## src/rtl/exptok_pkg.sv

```systemverilog
// ----------------------------------------------------------------------------
// exptok_pkg
// Shared types, token codes and byte classes for the expression tokenizer.
// ----------------------------------------------------------------------------
package exptok_pkg;

    localparam int QUEUE_DEPTH = 4;
    localparam int MAX_RECS    = 3;
    localparam logic [2:0] KW_LEN = 3'd5;

    localparam logic [3:0] TT_PRINT   = 4'd0;
    localparam logic [3:0] TT_IDENT   = 4'd1;
    localparam logic [3:0] TT_NUMBER  = 4'd2;
    localparam logic [3:0] TT_STRING  = 4'd3;
    localparam logic [3:0] TT_LPAREN  = 4'd4;
    localparam logic [3:0] TT_RPAREN  = 4'd5;
    localparam logic [3:0] TT_EQUAL   = 4'd6;
    localparam logic [3:0] TT_PLUS    = 4'd7;
    localparam logic [3:0] TT_MINUS   = 4'd8;
    localparam logic [3:0] TT_STAR    = 4'd9;
    localparam logic [3:0] TT_SLASH   = 4'd10;
    localparam logic [3:0] TT_UNKNOWN = 4'd11;
    localparam logic [3:0] TT_END     = 4'd12;

    localparam logic REC_TEXT  = 1'b0;
    localparam logic REC_CLOSE = 1'b1;

    localparam logic ACT_CHAR = 1'b0;
    localparam logic ACT_EOS  = 1'b1;

    localparam logic [7:0] CH_NUL    = 8'h00;
    localparam logic [7:0] CH_QUOTE  = 8'h22;
    localparam logic [7:0] CH_LPAREN = 8'h28;
    localparam logic [7:0] CH_RPAREN = 8'h29;
    localparam logic [7:0] CH_EQUAL  = 8'h3d;
    localparam logic [7:0] CH_PLUS   = 8'h2b;
    localparam logic [7:0] CH_MINUS  = 8'h2d;
    localparam logic [7:0] CH_STAR   = 8'h2a;
    localparam logic [7:0] CH_SLASH  = 8'h2f;

    typedef struct packed {
        logic       action;
        logic [7:0] char_code;
    } source_t;

    typedef struct packed {
        logic       record_kind;
        logic [3:0] token_type;
        logic [7:0] text_char;
        logic       last_result;
    } result_t;

    // one record without its last flag
    typedef struct packed {
        logic       kind;
        logic [3:0] ttype;
        logic [7:0] text;
    } rec_t;

    // all records caused by one source beat
    typedef struct packed {
        rec_t [MAX_RECS-1:0] recs;
        logic [1:0]          count;
    } bundle_t;

    typedef struct packed {
        logic full;
        logic empty;
    } q_status_t;

    function automatic logic is_alpha(input logic [7:0] c);
        return (c >= 8'h41 && c <= 8'h5a) || (c >= 8'h61 && c <= 8'h7a);
    endfunction

    function automatic logic is_digit(input logic [7:0] c);
        return c >= 8'h30 && c <= 8'h39;
    endfunction

    function automatic logic is_space(input logic [7:0] c);
        return c == 8'h20 || (c >= 8'h09 && c <= 8'h0d);
    endfunction

    function automatic logic [7:0] kw_char(input logic [2:0] k);
        case (k)
            3'd0:    return 8'h70; // p
            3'd1:    return 8'h72; // r
            3'd2:    return 8'h69; // i
            3'd3:    return 8'h6e; // n
            3'd4:    return 8'h74; // t
            default: return 8'h00;
        endcase
    endfunction

    function automatic logic [3:0] punct_type(input logic [7:0] c);
        case (c)
            CH_LPAREN: return TT_LPAREN;
            CH_RPAREN: return TT_RPAREN;
            CH_EQUAL:  return TT_EQUAL;
            CH_PLUS:   return TT_PLUS;
            CH_MINUS:  return TT_MINUS;
            CH_STAR:   return TT_STAR;
            CH_SLASH:  return TT_SLASH;
            default:   return TT_UNKNOWN;
        endcase
    endfunction

    function automatic rec_t mk_text(input logic [7:0] c);
        rec_t r;
        r.kind  = REC_TEXT;
        r.ttype = TT_PRINT;
        r.text  = c;
        return r;
    endfunction

    function automatic rec_t mk_close(input logic [3:0] t);
        rec_t r;
        r.kind  = REC_CLOSE;
        r.ttype = t;
        r.text  = 8'h00;
        return r;
    endfunction

endpackage

```

## src/rtl/exptok_front.sv

```systemverilog
// ----------------------------------------------------------------------------
// exptok_front
// Classifies each source beat against the scan mode and builds the bundle
// of up to three records that it causes.
// ----------------------------------------------------------------------------
module exptok_front
    import exptok_pkg::*;
(
    input  logic      clk,
    input  logic      rst_n,
    input  logic      accept,
    input  source_t   source,
    output logic      bundle_valid,
    output bundle_t   bundle
);

    typedef enum logic [1:0] {
        MODE_IDLE,
        MODE_IDENT,
        MODE_NUMBER,
        MODE_STRING
    } mode_t;

    mode_t      mode_reg, mode_next;
    logic [2:0] kc_reg, kc_next;
    logic       km_reg, km_next;

    logic [7:0] c;
    logic [1:0] n;
    logic       do_idle;
    logic [3:0] open_type;

    assign c = source.char_code;

    always_comb
    begin
        case (mode_reg)
            MODE_IDENT:  open_type = (km_reg && kc_reg == KW_LEN) ? TT_PRINT : TT_IDENT;
            MODE_NUMBER: open_type = TT_NUMBER;
            default:     open_type = TT_STRING;
        endcase
    end

    always_comb
    begin
        mode_next   = mode_reg;
        kc_next     = kc_reg;
        km_next     = km_reg;
        n           = 2'd0;
        do_idle     = 1'b0;
        bundle.recs = '0;

        if (source.action == ACT_EOS)
        begin
            if (mode_reg != MODE_IDLE)
            begin
                bundle.recs[n] = mk_close(open_type);
                n = n + 2'd1;
            end
            mode_next = MODE_IDLE;
            kc_next   = 3'd0;
            km_next   = 1'b0;
            bundle.recs[n] = mk_close(TT_END);
            n = n + 2'd1;
        end
        else
        begin
            case (mode_reg)
                MODE_IDENT:
                begin
                    if (is_alpha(c) || is_digit(c))
                    begin
                        bundle.recs[n] = mk_text(c);
                        n = n + 2'd1;
                        if (km_reg && kc_reg < KW_LEN && c == kw_char(kc_reg))
                            kc_next = kc_reg + 3'd1;
                        else
                            km_next = 1'b0;
                    end
                    else
                    begin
                        bundle.recs[n] = mk_close(open_type);
                        n = n + 2'd1;
                        do_idle = 1'b1;
                    end
                end
                MODE_NUMBER:
                begin
                    if (is_digit(c))
                    begin
                        bundle.recs[n] = mk_text(c);
                        n = n + 2'd1;
                    end
                    else
                    begin
                        bundle.recs[n] = mk_close(open_type);
                        n = n + 2'd1;
                        do_idle = 1'b1;
                    end
                end
                MODE_STRING:
                begin
                    if (c == CH_QUOTE || c == CH_NUL)
                    begin
                        bundle.recs[n] = mk_close(TT_STRING);
                        n = n + 2'd1;
                        mode_next = MODE_IDLE;
                        kc_next   = 3'd0;
                        km_next   = 1'b0;
                    end
                    else
                    begin
                        bundle.recs[n] = mk_text(c);
                        n = n + 2'd1;
                    end
                end
                default:
                begin
                    do_idle = 1'b1;
                end
            endcase

            // the terminator of an open token is handled afresh as in idle
            if (do_idle)
            begin
                mode_next = MODE_IDLE;
                kc_next   = 3'd0;
                km_next   = 1'b0;
                if (is_space(c))
                begin
                    // drop
                end
                else if (is_alpha(c))
                begin
                    bundle.recs[n] = mk_text(c);
                    n = n + 2'd1;
                    mode_next = MODE_IDENT;
                    kc_next   = (c == kw_char(3'd0)) ? 3'd1 : 3'd0;
                    km_next   = (c == kw_char(3'd0));
                end
                else if (is_digit(c))
                begin
                    bundle.recs[n] = mk_text(c);
                    n = n + 2'd1;
                    mode_next = MODE_NUMBER;
                end
                else if (c == CH_QUOTE)
                begin
                    mode_next = MODE_STRING;
                end
                else
                begin
                    bundle.recs[n] = mk_text(c);
                    n = n + 2'd1;
                    bundle.recs[n] = mk_close(punct_type(c));
                    n = n + 2'd1;
                end
            end
        end

        bundle.count = n;
    end

    assign bundle_valid = accept && (n != 2'd0);

    always_ff @(posedge clk or negedge rst_n)
    begin
        if (!rst_n)
        begin
            mode_reg <= MODE_IDLE;
            kc_reg   <= 3'd0;
            km_reg   <= 1'b0;
        end
        else if (accept)
        begin
            mode_reg <= mode_next;
            kc_reg   <= kc_next;
            km_reg   <= km_next;
        end
    end

endmodule

```

## src/rtl/exptok_queue.sv

```systemverilog
// ----------------------------------------------------------------------------
// exptok_queue
// Short register queue of record bundles between the front and back parts.
// ----------------------------------------------------------------------------
module exptok_queue
    import exptok_pkg::*;
#(
    parameter int DEPTH = QUEUE_DEPTH
)
(
    input  logic      clk,
    input  logic      rst_n,
    input  logic      wr_en,
    input  bundle_t   wr_data,
    input  logic      rd_en,
    output bundle_t   rd_data,
    output q_status_t status
);

    localparam int AW = (DEPTH > 1) ? $clog2(DEPTH) : 1;
    localparam int CW = $clog2(DEPTH + 1);
    localparam logic [AW-1:0] LAST_PTR = AW'(DEPTH - 1);
    localparam logic [CW-1:0] FULL_CNT = CW'(DEPTH);

    bundle_t       mem_reg [DEPTH];
    logic [AW-1:0] wr_ptr_reg, wr_ptr_next;
    logic [AW-1:0] rd_ptr_reg, rd_ptr_next;
    logic [CW-1:0] cnt_reg, cnt_next;
    logic          do_wr, do_rd;

    assign status.full  = (cnt_reg == FULL_CNT);
    assign status.empty = (cnt_reg == '0);
    assign do_wr = wr_en && !status.full;
    assign do_rd = rd_en && !status.empty;
    assign rd_data = mem_reg[rd_ptr_reg];

    always_comb
    begin
        wr_ptr_next = wr_ptr_reg;
        rd_ptr_next = rd_ptr_reg;
        cnt_next    = cnt_reg;
        if (do_wr)
            wr_ptr_next = (wr_ptr_reg == LAST_PTR) ? '0 : wr_ptr_reg + AW'(1);
        if (do_rd)
            rd_ptr_next = (rd_ptr_reg == LAST_PTR) ? '0 : rd_ptr_reg + AW'(1);
        if (do_wr && !do_rd)
            cnt_next = cnt_reg + CW'(1);
        else if (do_rd && !do_wr)
            cnt_next = cnt_reg - CW'(1);
    end

    always_ff @(posedge clk or negedge rst_n)
    begin
        if (!rst_n)
        begin
            wr_ptr_reg <= '0;
            rd_ptr_reg <= '0;
            cnt_reg    <= '0;
        end
        else
        begin
            wr_ptr_reg <= wr_ptr_next;
            rd_ptr_reg <= rd_ptr_next;
            cnt_reg    <= cnt_next;
        end
    end

    always_ff @(posedge clk)
    begin
        if (do_wr)
            mem_reg[wr_ptr_reg] <= wr_data;
    end

endmodule

```

## src/rtl/exptok_back.sv

```systemverilog
// ----------------------------------------------------------------------------
// exptok_back
// Walks the head bundle one record per result beat and marks the last one.
// ----------------------------------------------------------------------------
module exptok_back
    import exptok_pkg::*;
(
    input  logic      clk,
    input  logic      rst_n,
    input  bundle_t   head,
    input  q_status_t q_status,
    input  logic      pop,
    output logic      empty,
    output result_t   result,
    output logic      head_done
);

    logic [1:0] idx_reg, idx_next;
    logic       is_last;
    rec_t       cur;

    assign cur     = head.recs[idx_reg];
    assign is_last = (idx_reg == head.count - 2'd1);
    assign empty   = q_status.empty;

    assign result.record_kind = cur.kind;
    assign result.token_type  = cur.ttype;
    assign result.text_char   = cur.text;
    assign result.last_result = is_last;

    // release the bundle once its last record leaves
    assign head_done = pop && !q_status.empty && is_last;

    always_comb
    begin
        idx_next = idx_reg;
        if (pop && !q_status.empty)
            idx_next = is_last ? 2'd0 : idx_reg + 2'd1;
    end

    always_ff @(posedge clk or negedge rst_n)
    begin
        if (!rst_n)
            idx_reg <= 2'd0;
        else
            idx_reg <= idx_next;
    end

endmodule

```

## src/rtl/expression_tokenizer_top.sv

```systemverilog
// ----------------------------------------------------------------------------
// expression_tokenizer_top
// Streaming lexer: source bytes in, token text and close records out.
//
//   channel  | handshake   | payload
//   ---------+-------------+------------------------------------------
//   source   | push / full | source_t: action, char_code
//   result   | empty / pop | result_t: record_kind, token_type,
//            |             |           text_char, last_result
//
// A source beat is classified in the cycle it is accepted and its records
// (zero to three) are queued as one bundle; one source beat per cycle while
// full is low. The result side moves one record per cycle while pop is high
// and empty is low, so sustained throughput is set by the records per byte.
// full rises when the bundle queue (QueueDepth entries) holds no free slot.
// Reset clears the scan mode, keyword tracking and queue pointers.
// ----------------------------------------------------------------------------
module expression_tokenizer_top
    import exptok_pkg::*;
#(
    parameter int QueueDepth = QUEUE_DEPTH
)
(
    input  logic    clk,
    input  logic    rst_n,
    input  logic    push,
    output logic    full,
    input  source_t source,
    output logic    empty,
    input  logic    pop,
    output result_t result
);

    logic      accept;
    logic      bundle_valid;
    bundle_t   bundle;
    bundle_t   head;
    q_status_t q_status;
    logic      head_done;

    assign full   = q_status.full;
    assign accept = push && !q_status.full;

    exptok_front u_front (
        .clk          (clk),
        .rst_n        (rst_n),
        .accept       (accept),
        .source       (source),
        .bundle_valid (bundle_valid),
        .bundle       (bundle)
    );

    exptok_queue #(
        .DEPTH (QueueDepth)
    ) u_queue (
        .clk     (clk),
        .rst_n   (rst_n),
        .wr_en   (bundle_valid),
        .wr_data (bundle),
        .rd_en   (head_done),
        .rd_data (head),
        .status  (q_status)
    );

    exptok_back u_back (
        .clk       (clk),
        .rst_n     (rst_n),
        .head      (head),
        .q_status  (q_status),
        .pop       (pop),
        .empty     (empty),
        .result    (result),
        .head_done (head_done)
    );

endmodule
```

## config.mk

```make
export PLATFORM = sky130hd
export DESIGN_NAME = expression_tokenizer_top
export DESIGN_NICKNAME = d
export VERILOG_FILES = /design/src/rtl/exptok_pkg.sv /design/src/rtl/exptok_front.sv /design/src/rtl/exptok_queue.sv /design/src/rtl/exptok_back.sv /design/src/rtl/expression_tokenizer_top.sv
export SDC_FILE = /design/constraint.sdc
export NUM_CORES = 1
export LEC_CHECK = 0
export ABC_AREA = 1
export BUFFER_PORTS_ARGS = -buffer_cell sky130_fd_sc_hd__buf_4
export CORE_MARGIN = 3
export CORE_UTILIZATION = 65
export DETAILED_ROUTE_END_ITERATION = 10
export GPL_TIMING_DRIVEN = 0
export PLACE_DENSITY = 0.84
export SLEW_MARGIN = 20
export SYNTH_ARGS = -nofsm -noshare
export SYNTH_HDL_FRONTEND = slang
export SYNTH_SLANG_ARGS = --single-unit
```

## constraint.sdc

```tcl
create_clock -name clk -period 9.3 [get_ports clk]
set_clock_uncertainty 0.15 [all_clocks]
set_input_delay 0.465 -clock clk [delete_from_list [all_inputs] [get_ports clk]]
set_output_delay 0.465 -clock clk [all_outputs]
set_load 0.05 [all_outputs]
```

# Word-level counts from Yosys, hierarchy flattened
# Memory sizes are Yosys's and may differ from the RTL's.
# Cells that the tools add are included.
# totals
reg_bits,15
latchBits,0
ramBits,164
mem_bits_ro,0
inputBits,13
mem_count,1
# memory_table
name,words,word_bits,read_ports,rd_clocked_by_memory_dff,write_ports,line_no,rtl
u_queue.mem_reg,4,41,1,0,1,exptok_queue.sv:25,bundle_t mem_reg [DEPTH];
# op_classes
n_addsub,10
multipliers,0
div,0
magnitude_cmp,16
n_eq_ne,27
shifts,0
mux,82
bitwise_logic,3
n_reduce_logical,39
# ops
op,n
$mux 39,6
$mux 13,10
$bwmux 39,2
$demux 13 s2,3
$eq 8x6->1 const B,9
$pmux 13 s3,1
$mux 2,19
$pmux 7 s5,1
$and 10x30->30,1
$not 30->30,1
$pmux 4 s7,1
$mux 3,9
$bmux 13 s2,1
$mux 4,6
$mux 8,3
$logic_and 1x1->1,18
$ge 8x7->1 const B,2
$le 8x7->1 const B,2
$mux 1,16
$add 2x1->2 const B,6
$lt 2x3->1 const B,4
$ne 4x2->1 const B,3
$reduce_and 5->1,2
$eq 3x3->1 const B,3
31 further kinds,48

# Longest topological paths before layout
# depth
word_depth,19
ltp_mapped,19

# Cells and area by module
# From an unflattened synthesis, not the netlist that was laid out.
# hier_totals
cells_unflattened,903
hier_area_um2,9557.9
# modules_own_cells
module,n_inst,cells_per_inst,area_per_inst_um2,seq_area_each_um2
exptok_queue,1,539,7500.9,5099.9
exptok_front,1,275,1521.5,150.1
exptok_back,1,87,525.5,50.0
expression_tokenizer_top,1,2,10.0,0.0

# Least setup slack after synthesis
# No wires, ideal clock.
# synth_path
path_type,input port to flip-flop
from,input source[1] in the netlist's numbering
to,memory u_queue.mem_reg[3][0] in the netlist's numbering (enable)
arrival_ns,2.827
required_ns,8.729
path_slack_ns,5.902
stages,10
path_cell_list,buf_6 > o21ai_1 > nand2_4 > nand4_1 > nand2_1 > nand2_1 > inv_2 > nand3_2 > nand2_4 > nor2_1
# synth_rtl
item,line_no,rtl
start: declaration,expression_tokenizer_top.sv:28,"input source_t source,"
end: declaration,exptok_queue.sv:25,

==> results.cfg <==
[timing]
tns_ps = 0
worst_pin_slew_ps = 743.2
setup_violations = 0
finalCritPeriodShare_pct = 35.99
fmax_mhz = 298.8
rsz0062_at_grt = no
relSlewSlack_pct = 50.33
hold_viol = 0
fin_crit_ps = 3347
finalMaxSlewViolations = 0
fin_ws_ps = 5953

[yosys]
synth.yosys.seq_area_share_pct = 61.34
synth_top_area_share_pct = 55.89
synth_area_sq_mm = 0.006878
synth_cell_types = 42
yosys_warnings = 0
synthTopCellsByCount = edfxtp_1, nor2_1, nand2_1, o21ai_0, inv_1
synthArstFlopShare_pct = 10.49
syn-num-nets = 701
synth_edf_count = 128
synth.area.top_cells = edfxtp_1, nor2_1, o21ai_0
synth_ff_type = edfxtp_1
yosys.cell_count.top_type = edfxtp_1
synth-seq-cells = 143
yosysTopAreaCell = edfxtp_1
syn_inst = 676
syn_area_per_cell_sq_um = 10.17

[power_and_ir_drop]
pwr-share-comb_pct = 42.6
cellLeakagePower_nw = 3.145
clkPwrFrac_pct = 25.3
seqPwrFrac_pct = 32.2
power_density_mw_per_mm2 = 341.0
vdd_ir_drop_max_mv = 0.2676
p_switching_mw = 1.126
p_sw_share_pct = 41.43
intPower_mw = 1.592
power_mw = 2.718

[clocking]
htreeDepth = 4
cts_buffers = 17
hold_buffers = 1
clkSlewWorstSetupHoldPaths_ps = 60
cts_buffer_depth = 2
cts.sink_count = 143
clockRootBuffer = clkbuf_8
cts_setup_buffers = 0
ctsResizeCount = 0
clk_latency_ps = 540
cts_tree = done

[placement]
io_buffer_count = 26
dpl.hpwl_microns = 11260
gp_congestion = 1.000
place_ws_ps = 6081
place_area_sq_mm = 0.007372

[final_layout]
area_delta_synth_final_pct = 15.92
stdcell_area_sq_mm = 0.007973
regArea_sq_mm = 0.004219
largest_reg_flops = 128
fill_cells = 563
drive_above_1_share_pct = 15.85
post-route-util_pct = 79.37
num_antenna_cells = 0
fin_nets = 751
multiInputGateArea_sq_mm = 0.002318

[global_route]
track_usage_pct = 32.91
overflow = 0
grt_max_degree = 24
grt_pass1_vias = 5472
grt_pass1_wl_microns = 28720
antenna_found_initial = 0

[drt]
wl_per_cell_microns = 20.92
via_per_inst = 6.442
drt_pass1_iterations = 7
drc = 0
drt_iter0_drc = 811
finalWirelength_microns = 18220
dr_total_vias = 5611
antenna_left = 0

[setup_path]
arrival_ps = 2730
critPathLaunchType = register
cp.required_ps = 8690
cp-end-kind = output port
critPathMaxFanout = 10
worstSetupPathType = reg -> out

[floorplanning]
initial_utilization_pct = 68.47
ioPinCount = 29
dieArea_sq_mm = 0.01185
coreArea_sq_mm = 0.01004
rows = 36
die_w_microns = 108.9
die_y_microns = 108.9

[hold_path]
hold_class = in -> async

[status]
outcome = complete, no violations

[run]
cap_viol_max_count = 0
power groups by stage:
stage | registers, mW | clock network [mW] | logic, mW
CTS | 0.872 | 0.686 | 1.14
detailed placement | 0.881 | 0 | 1.10
floorplan | 0.874 | 0 | 0.755
finish | 0.874 | 0.687 | 1.16
global placement | 0.883 | 0 | 1.04
global route | 0.881 | 0.718 | 1.23
metrics by stage:
stage	std cells	hold WS (ps)
CTS	871	161.6
finish	871	165.0
floorplan	676	19.41
detailed placement	839	185.0
global route	871	178.5
global placement	835	178.6
routing by layer:
layer | vias to the layer above | global-route usage [%] | share of wire [%]
met5 | - | 0 | 0
met4 | 0 | 13.62 | 2.8
met3 | 59 | 8.289 | 11
met2 | 449 | 53.82 | 50
met1 | 2646 | 42.16 | 36
li1 | 2457 | - | -
placed cells by master (no fill, tap or decap), types with 8 or more instances in the layout:
master and count:
nand2_1 92, ha_1 11, inv_1 44, nor3_1 14, nand3_1 30, o22ai_1 17, nor2_1 115, edfxtp_1 128
o21ai_0 79, dfrtp_1 15, inv_2 15, clkbuf_1 22, o21ai_1 8, clkbuf_16 16, buf_4 27, a31oi_1 9
worst max-delay path, stage by stage (launching register included):
cell and delay [ps]:
dfrtp_1 430, inv_2 80, buf_2 240, clkbuf_1 450, o21ai_0 150, o22ai_1 230
o21ai_0 130, a31oi_1 240, buf_4 240
cell type report:
cell class	instances	area share (%)
inverters	59	2.778
clock inverters	12	2.119
repair buffers	31	3.861
flip-flops and latches	143	52.92
well taps	133	2.087
multi-input cells	442	29.08
clock buffers	19	5.289
plain buffers	32	1.868
kinds of logic after synthesis:
kind of cell               after synthesis  share of synthesized area, %
and+or+nand+nor                        288                         18.81
DFF                                    143                         61.34
AOI/OAI and AO/OA                      134                         11.12
buffers and inverters                   91                         5.385
adders and majority gates               12                         2.292
xor gates and xnor gates                 7                        0.8914
muxes                                    1                        0.1637
path summary, 6_finish.rpt:
kind	depth (start not counted)	start	slack (ps)	to
setup / recovery	8	u_queue.rd_ptr_reg[0]$_DFFE_PN0P_	5950	result[6]
hold / removal	2	rst_n	160	u_queue.wr_ptr_reg[1]$_DFFE_PN0P_
setup reg to reg	15	u_front.mode_reg[0]$_DFFE_PN0P_	6230	u_queue.cnt_reg[2]$_DFFE_PN0P_
hold reg to reg	2	u_front.km_reg$_DFFE_PN0P_	370	u_front.km_reg$_DFFE_PN0P_
max in group asynchronous	2	rst_n	8640	u_front.mode_reg[1]$_DFFE_PN0P_
min in group clk	3	source[6]	210	u_queue.mem_reg[3][8]$_DFFE_PP_
Power figures use the tool's default switching activity.
